File: src/rtl/pcac_pkg.sv
// ---------------------------------------------------------------------------
// PIN-code alarm controller package
// Item types, event and mode codes and sizing constants shared by the
// controller's modules.
// ---------------------------------------------------------------------------
package pcac_pkg;

   // Number of keys in a code.
   localparam int CODE_LEN = 4;
   // Count of keys taken so far; must be able to hold CODE_LEN itself.
   localparam int CNT_W    = $clog2(CODE_LEN + 1);

   // Event codes on req_type.
   localparam logic [1:0] REQ_KEY    = 2'd0;
   localparam logic [1:0] REQ_MOTION = 2'd1;
   localparam logic [1:0] REQ_TIMER  = 2'd2;

   // Highest valid key (hash).
   localparam logic [3:0] KEY_MAX = 4'd11;

   // Modes.
   localparam logic [1:0] MODE_SETUP  = 2'd0;
   localparam logic [1:0] MODE_ARMING = 2'd1;
   localparam logic [1:0] MODE_ARMED  = 2'd2;

   // Verdicts.
   localparam logic [1:0] VERDICT_NONE = 2'd0;
   localparam logic [1:0] VERDICT_BAD  = 2'd1;
   localparam logic [1:0] VERDICT_GOOD = 2'd2;

   typedef logic [3:0] key_type;
   typedef key_type [CODE_LEN-1:0] code_type;

   typedef struct packed {
      logic [1:0] req_type;
      logic [3:0] key_code;
      logic       motion_level;
   } req_item_type;

   typedef struct packed {
      logic       key_echo_valid;
      logic [3:0] key_echo;
      logic [1:0] pin_verdict;
      logic       motion_reported;
      logic       arm_reported;
      logic       buzzer_on;
      logic [1:0] mode;
   } rsp_item_type;

endpackage

File: src/rtl/pcac_core.sv
// ---------------------------------------------------------------------------
// PIN-code alarm controller core
// Holds the alarm state and computes one result per event. The result is
// combinational from the current state and the event; the state moves on
// when fire is high.
// ---------------------------------------------------------------------------
module pcac_core
   import pcac_pkg::*;
(
   input  logic         clock,
   input  logic         reset,
   input  logic         fire,
   input  req_item_type item,
   output rsp_item_type result
);

   logic [1:0]     mode_ff, mode_in;
   code_type       stored_code_ff, stored_code_in;
   code_type       entered_code_ff, entered_code_in;
   logic [CNT_W-1:0] stored_count_ff, stored_count_in;
   logic [CNT_W-1:0] entered_count_ff, entered_count_in;
   logic           timer_running_ff, timer_running_in;
   logic           first_period_seen_ff, first_period_seen_in;
   logic           buzzer_ff, buzzer_in;
   logic           codes_match;

   always_comb begin
      mode_in              = mode_ff;
      stored_code_in       = stored_code_ff;
      entered_code_in      = entered_code_ff;
      stored_count_in      = stored_count_ff;
      entered_count_in     = entered_count_ff;
      timer_running_in     = timer_running_ff;
      first_period_seen_in = first_period_seen_ff;
      buzzer_in            = buzzer_ff;
      codes_match          = 1'b1;
      result               = '0;

      case (item.req_type)
         REQ_KEY: begin
            if (item.key_code <= KEY_MAX) begin
               result.key_echo_valid = 1'b1;
               result.key_echo       = item.key_code;
               if (mode_ff == MODE_SETUP) begin
                  if (stored_count_ff < CNT_W'(CODE_LEN)) begin
                     for (int i = 0; i < CODE_LEN; i++) begin
                        if (stored_count_ff == CNT_W'(i)) begin
                           stored_code_in[i] = item.key_code;
                        end
                     end
                     stored_count_in = stored_count_ff + 1'b1;
                  end
                  if (stored_count_in >= CNT_W'(CODE_LEN)) begin
                     timer_running_in = 1'b1;
                     mode_in          = MODE_ARMING;
                  end
               end else begin
                  if (entered_count_ff < CNT_W'(CODE_LEN)) begin
                     for (int i = 0; i < CODE_LEN; i++) begin
                        if (entered_count_ff == CNT_W'(i)) begin
                           entered_code_in[i] = item.key_code;
                        end
                     end
                     entered_count_in = entered_count_ff + 1'b1;
                  end
                  // The compare sees the entry including the key just taken.
                  for (int i = 0; i < CODE_LEN; i++) begin
                     if (stored_code_ff[i] != entered_code_in[i]) begin
                        codes_match = 1'b0;
                     end
                  end
                  if (entered_count_in >= CNT_W'(CODE_LEN)) begin
                     entered_code_in  = '0;
                     entered_count_in = '0;
                     if (codes_match) begin
                        mode_in              = MODE_SETUP;
                        stored_code_in       = '0;
                        stored_count_in      = '0;
                        timer_running_in     = 1'b0;
                        first_period_seen_in = 1'b0;
                        buzzer_in            = 1'b0;
                        result.pin_verdict   = VERDICT_GOOD;
                     end else begin
                        result.pin_verdict   = VERDICT_BAD;
                     end
                  end
               end
            end
         end
         REQ_MOTION: begin
            result.motion_reported = 1'b1;
            if (mode_ff == MODE_ARMED) begin
               buzzer_in = 1'b1;
            end
         end
         REQ_TIMER: begin
            if (timer_running_ff) begin
               if (!first_period_seen_ff) begin
                  first_period_seen_in = 1'b1;
               end else begin
                  result.arm_reported  = 1'b1;
                  if (item.motion_level) begin
                     buzzer_in = 1'b1;
                  end
                  first_period_seen_in = 1'b0;
                  mode_in              = MODE_ARMED;
                  timer_running_in     = 1'b0;
               end
            end
         end
         default: begin
         end
      endcase

      result.buzzer_on = buzzer_in;
      result.mode      = mode_in;
   end

   always_ff @(posedge clock) begin
      if (reset) begin
         mode_ff              <= MODE_SETUP;
         stored_code_ff       <= '0;
         entered_code_ff      <= '0;
         stored_count_ff      <= '0;
         entered_count_ff     <= '0;
         timer_running_ff     <= 1'b0;
         first_period_seen_ff <= 1'b0;
         buzzer_ff            <= 1'b0;
      end else if (fire) begin
         mode_ff              <= mode_in;
         stored_code_ff       <= stored_code_in;
         entered_code_ff      <= entered_code_in;
         stored_count_ff      <= stored_count_in;
         entered_count_ff     <= entered_count_in;
         timer_running_ff     <= timer_running_in;
         first_period_seen_ff <= first_period_seen_in;
         buzzer_ff            <= buzzer_in;
      end
   end

endmodule

File: src/rtl/pin_code_alarm_controller_top.sv
// ---------------------------------------------------------------------------
// PIN-code alarm controller
// Keypad code lock with exit delay, motion alarm and buzzer control.
// ---------------------------------------------------------------------------
// The controller takes one event per cycle while req_stall is low (key,
// motion edge or exit timer period) and returns exactly one result item for
// each. An event is held in an input register, evaluated against the alarm
// state in a single pass and written to a result register, which drives rsp.
// A stall on the result side holds the result register;
// the input register still takes one more event, and only then does
// req_stall rise. After reset the block is in setup mode and ready at once.
module pin_code_alarm_controller_top
   import pcac_pkg::*;
(
   input  logic         clock,
   input  logic         reset,
   input  logic         req_valid,
   output logic         req_stall,
   input  req_item_type req_item,
   output logic         rsp_valid,
   input  logic         rsp_stall,
   output rsp_item_type rsp_item
);

   logic         in_valid_ff, in_valid_in;
   req_item_type in_item_ff;
   logic         rsp_valid_ff, rsp_valid_in;
   rsp_item_type rsp_item_ff;
   rsp_item_type core_result;
   logic         advance;
   logic         req_take;

   // The held event moves on once the result register is free or emptying.
   assign advance   = in_valid_ff && (!rsp_valid_ff || !rsp_stall);
   assign req_stall = in_valid_ff && !advance;
   assign req_take  = req_valid && !req_stall;

   pcac_core u_core (
      .clock  (clock),
      .reset  (reset),
      .fire   (advance),
      .item   (in_item_ff),
      .result (core_result)
   );

   always_comb begin
      in_valid_in = in_valid_ff;
      if (req_take) begin
         in_valid_in = 1'b1;
      end else if (advance) begin
         in_valid_in = 1'b0;
      end

      rsp_valid_in = rsp_valid_ff;
      if (advance) begin
         rsp_valid_in = 1'b1;
      end else if (!rsp_stall) begin
         rsp_valid_in = 1'b0;
      end
   end

   always_ff @(posedge clock) begin
      if (reset) begin
         in_valid_ff  <= 1'b0;
         rsp_valid_ff <= 1'b0;
      end else begin
         in_valid_ff  <= in_valid_in;
         rsp_valid_ff <= rsp_valid_in;
      end
   end

   always_ff @(posedge clock) begin
      if (req_take) begin
         in_item_ff <= req_item;
      end
      if (advance) begin
         rsp_item_ff <= core_result;
      end
   end

   assign rsp_valid = rsp_valid_ff;
   assign rsp_item  = rsp_item_ff;

endmodule

File: config.mk
export PLATFORM = sky130hd
export DESIGN_NAME = pin_code_alarm_controller_top
export DESIGN_NICKNAME = d
export VERILOG_FILES = /design/src/rtl/pcac_pkg.sv /design/src/rtl/pcac_core.sv /design/src/rtl/pin_code_alarm_controller_top.sv
export SDC_FILE = /design/constraint.sdc
export NUM_CORES = 1
export LEC_CHECK = 0
export BUFFER_PORTS_ARGS = -buffer_cell sky130_fd_sc_hd__buf_2
export CORE_ASPECT_RATIO = 0.5
export CORE_MARGIN = 1
export CORE_UTILIZATION = 65
export CTS_BUF_LIST = sky130_fd_sc_hd__clkbuf_16
export DETAILED_ROUTE_END_ITERATION = 7
export PLACE_DENSITY = 0.84
export SLEW_MARGIN = 20
export SYNTH_ARGS = -nofsm -noshare
export SYNTH_HDL_FRONTEND = slang
export SYNTH_SLANG_ARGS = --single-unit
File: constraint.sdc
create_clock -name clock -period 6 [get_ports clock]
set_input_delay 0.3 -clock clock [delete_from_list [all_inputs] [get_ports clock]]
set_output_delay 0.3 -clock clock [all_outputs]
set_load 0.01 [all_outputs]
* Word-level counts from Yosys, hierarchy flattened
Index checks and enable logic that the tools add are counted.
** Word-level totals
- Register bits after elaboration :: 64
- Input bits :: 11
** Operators by class
- Add/subtract/negate cells :: 2
- Magnitude comparators :: 5
- Eq/ne operators :: 27
- Mux-type cells :: 75
- Bitwise gates (word level) :: 4
- Reductions and logical operators :: 27
** Operator list (number)
- $mux 16 :: 9
- $mux 3 :: 12
- $reduce_and 7->1 :: 5
- $mux 4 :: 8
- $mux 1 :: 31
- $mux 2 :: 10
- $ne 4x4->1 :: 4
- $eq 3x2->1 const B :: 4
- $ne 2x2->1 const B :: 6
- $ne 2x1->1 const B :: 5
- $reduce_bool 2->1 :: 4
- $mux 7 :: 1
- $add 3x1->3 const B :: 2
- $eq 3x1->1 const B :: 2
- $ge 3x3->1 const B :: 2
- $logic_not 3->1 :: 2
- $lt 3x3->1 const B :: 2
- $ne 3x1->1 const B :: 2
- $reduce_and 6->1 :: 1
- $reduce_and 5->1 :: 1
- $eq 2x2->1 const B :: 2
- $le 4x4->1 const B :: 1
- $logic_not 1->1 :: 4
- $logic_not 2->1 :: 2
- 11 further kinds :: 18

* Longest topological paths before layout
- Depth after elaboration :: 19
- Gate-level depth with buffers :: 12

* Cells and area by module
From an unflattened synthesis, not the netlist that was laid out.
** Unflattened totals
- Cells, all modules :: 330
- Area, all modules :: 3259.4 µm²
** Modules (own cells, without submodules)
- pcac_core :: times used 1, cells each 301, area each 2602.5 µm²
- pin_code_alarm_controller_top :: times used 1, cells each 29, area each 656.9 µm²

* Worst setup path after synthesis
Ideal clock, no wire load.
- Path type :: register to register
- Start point :: reg u_core.entered_count_ff[0]
- End point :: reg rsp_item_ff, in the netlist rsp_item[0] (data pin)
- Library setup time :: 270 ps
- Arrival :: 1990 ps
- Required time :: 5730 ps
- Path slack :: 3740 ps
- Stages on the path, launching flop included :: 12
- Clock period less this slack :: 2260 ps
- Path through :: dfxtp_1 -> inv_1 -> ha_1 -> nor2b_1 -> buf_2 -> mux2i_1 -> o221ai_1 -> nor4_1 -> nand4_1 -> buf_6 -> o211ai_1 -> o211ai_1
** RTL lines
- start: declaration :: line pcac_core.sv:21 : logic [CNT_W-1:0] entered_count_ff, entered_count_in;
- start signal: assignment :: line pcac_core.sv:134 : entered_count_ff <= entered_count_in;
- end signal: assignment :: line pin_code_alarm_controller_top.sv:77 : rsp_item_ff <= core_result;
- end: declaration :: line pin_code_alarm_controller_top.sv:28 : rsp_item_type rsp_item_ff;

==> impl_metrics.py <==
metrics = {
    "status": {
        "status": "finished, final reports clean",
    },
    "die": {
        "die_area_sq_um": 5550,
        "dieHeight_um": 53.2,
        "coreArea_sq_um": 4980,
        "io_pins": 25,
        "dieWidth_um": 104,
        "start_util_pct": 68.4,
        "row_count": 18,
    },
    "clock_tree": {
        "root_buffer": "clkbuf_16",
        "hold_buffers": 0,
        "clk_latency_ps": 330,
        "cts_tree": "done",
        "h-tree-depth": 3,
        "cts-buffers-inserted": 9,
        "post_cts_resized": 0,
        "clockBufferDepth": 2,
        "cts_sinks": 64,
        "post_cts_buffers": 0,
        "clk_pin_slew_worst_paths_ps": 50,
    },
    "detailed_routing": {
        "finalWirelength_mm": 7.63,
        "first_pass_iters": 5,
        "ant_nets": 0,
        "wl_per_cell_um": 16.5,
        "drc": 0,
        "drtIter0Drc": 290,
        "vias": 2883,
        "via_per_inst": 6.23,
    },
    "layout": {
        "fin_nets": 407,
        "area_growth_pct": 9.96,
        "regArea_sq_um": 1470,
        "multiInputGateArea_sq_um": 1750,
        "instances_no_fill": 463,
        "layout-drive-gt1-share_pct": 11.2,
        "design_area_sq_um": 3740,
        "fillers": 338,
        "fin_util_pct": 75.2,
        "diodes": 0,
    },
    "placement": {
        "place_congestion": 0.901,
        "post-place-ws_ps": 2730,
        "place_hpwl_mm": 5.07,
        "placed_cell_area_sq_um": 3490,
        "place_inst": 447,
        "numPortBuffers": 24,
    },
    "synth": {
        "yosys_register_bits": 64,
        "yosys.area.top_type": "dfxtp_1",
        "yosysWarnings": 0,
        "ys_types": 48,
        "synth.cell_area_sq_um": 3400,
        "syn_inst": 379,
        "synth.most_common_cell": "dfxtp_1",
        "synth_top_area_share_pct": 26.5,
        "synth_area_per_cell_sq_um": 8.98,
        "mappedNetlistNets": 398,
        "ys_top_cells_by_area": "dfxtp_1, edfxtp_1, nor2_1",
        "netlist_top_cells_count": "dfxtp_1, nor2_1, a21oi_1, nand2_1",
        "synthArstFlopShare_pct": 0,
        "yosysSeqAreaShare_pct": 43.2,
        "yosys_most_used_dff": "dfxtp_1",
        "synth_edf_count": 19,
    },
    "timing": {
        "fin_ws_ps": 2660,
        "hold_violations": 0,
        "finClkSkew_ps": 5.06,
        "setup_tns_ps": 0,
        "rsz0062_at_grt": "false",
        "setup_violations": 0,
        "relSlewSlack_pct": 28.8,
        "finalMaxSlewViolations": 0,
        "period_minus_slack_ps": 3340,
        "fin_crit_sh_pct": 55.6,
        "holdWs_ps": 143,
        "max_freq_mhz": 300,
        "tightest_slew_ps": 1070,
    },
    "setup_path": {
        "worstSetupEndpointType": "flip-flop",
        "crit_path_start_kind": "flip-flop",
        "worst_r2r_path_depth": 9,
        "rr_startpoint": "u_core.entered_count_ff[0]",
        "cp.arrival_ps": 3400,
        "path_max_fanout": 20,
        "crit_type": "reg2reg",
        "cp.required_ps": 6060,
        "r2r_end": "rsp_item[0]",
        "regToRegSetupSlack_ps": 2660,
    },
    "global_route": {
        "grt_use_met2_pct": 47.2,
        "grtUsageMet1_pct": 37.5,
        "top_usage_layer": "met2",
        "grt_pass1_wl_mm": 12.1,
        "grtUsageMet3_pct": 10.7,
        "grt_use_total_pct": 29.2,
        "grt-ovfl-total": 0,
        "grt_max_degree": 65,
        "grt_pass1_vias": 2539,
        "antenna_found_initial": 0,
    },
    "run": {
        "max_cap_viol_count": 0,
    },
    "worst_hold_path": {
        "min_to": "in_item_ff[6]",
        "hold_depth": 1,
        "hp-class": "in2reg",
        "hp-start": "req_item[6]",
    },
    "power_and_ir_drop": {
        "p_leak_nw": 1.45,
        "finalPower_mw": 0.986,
        "powerDensity_nw_per_um2": 263,
        "worst_ir_drop_vdd_mv": 0.246,
    },
}
-- state kept, by name, summed over array words and instances, names as in the netlist, 2 cells and up --
name,cells
in_item_ff,7
u_core.stored_code_ff,16
u_core.entered_code_ff,16
u_core.mode_ff,2
rsp_item,12
u_core.entered_count_ff,3
u_core.stored_count_ff,3
-- layout by cell type, fill, tap and decap left out, types with 13 or more instances in the layout --
cell type  instances
a22oi_1           13
dfxtp_1           45
inv_1             14
edfxtp_1          19
nor2_1            35
nand2_1           25
o21ai_0           13
buf_2             24
a21oi_1           25
nand3_1           19
-- logic make-up (layout without fill, tap and decap cells) --
group                    after synthesis  after routing  synth area share, %
XOR/XNOR                              20             20                 5.15
AND/OR/NAND/NOR                      158            158                 25.8
AO/OA/AOI/OAI                         86             86                 16.5
adder cells (fa/ha/maj)                8              8                 2.94
multiplexers                           4              4                 1.18
flip-flops                            64             64                 43.2
buffers and inverters                 39             53                 5.22
-- report_power, final --
part	switching, mW	leakage (nW)	internal [mW]
Combinational	0.0429	0.764	0.0240
Sequential	0.0161	0.546	0.458
Clock	0.174	0.139	0.271
Total	0.233	1.45	0.753
-- worst max path at each step --
stage | startpoint | to | slack, ps | depth (start not counted)
after detailed placement | u_core.entered_count_ff[0] | rsp_item[0] | 2730 | 9
after CTS | u_core.entered_count_ff[0] | rsp_item[0] | 2700 | 9
after global routing | u_core.entered_count_ff[0] | rsp_item[0] | 2380 | 9
after global placement | u_core.entered_count_ff[0] | rsp_item[0] | 2780 | 9
after floorplan | u_core.entered_count_ff[0] | rsp_item[0] | 3740 | 11
final | u_core.entered_count_ff[0] | rsp_item[0] | 2660 | 9
-- worst max-delay path, cell delays in order, from the launching register on --
cell and delay, ps:
dfxtp_1 350, inv_1 100, ha_1 140, nor2b_1 360, mux2i_1 230, o221ai_1 130, nor4_1 280, nand4_1 810
o211ai_1 530, o211ai_1 130
-- metal layers --
metal | wire [um] | up-vias
met5 | 0 | -
met4 | 46 | 0
met3 | 650 | 7
met2 | 3490 | 126
met1 | 3440 | 1351
li1 | - | 1399
-- layout make-up --
type	instances	share of cell area [%]
multi-input combinational	276	46.9
sequential	64	39.3
clock buffer	9	6.02
timing repair buffer	25	3.41
tap	70	2.34
inverter	12	1.20
clock inverter	7	0.836
Power figures use the tool's default switching activity.
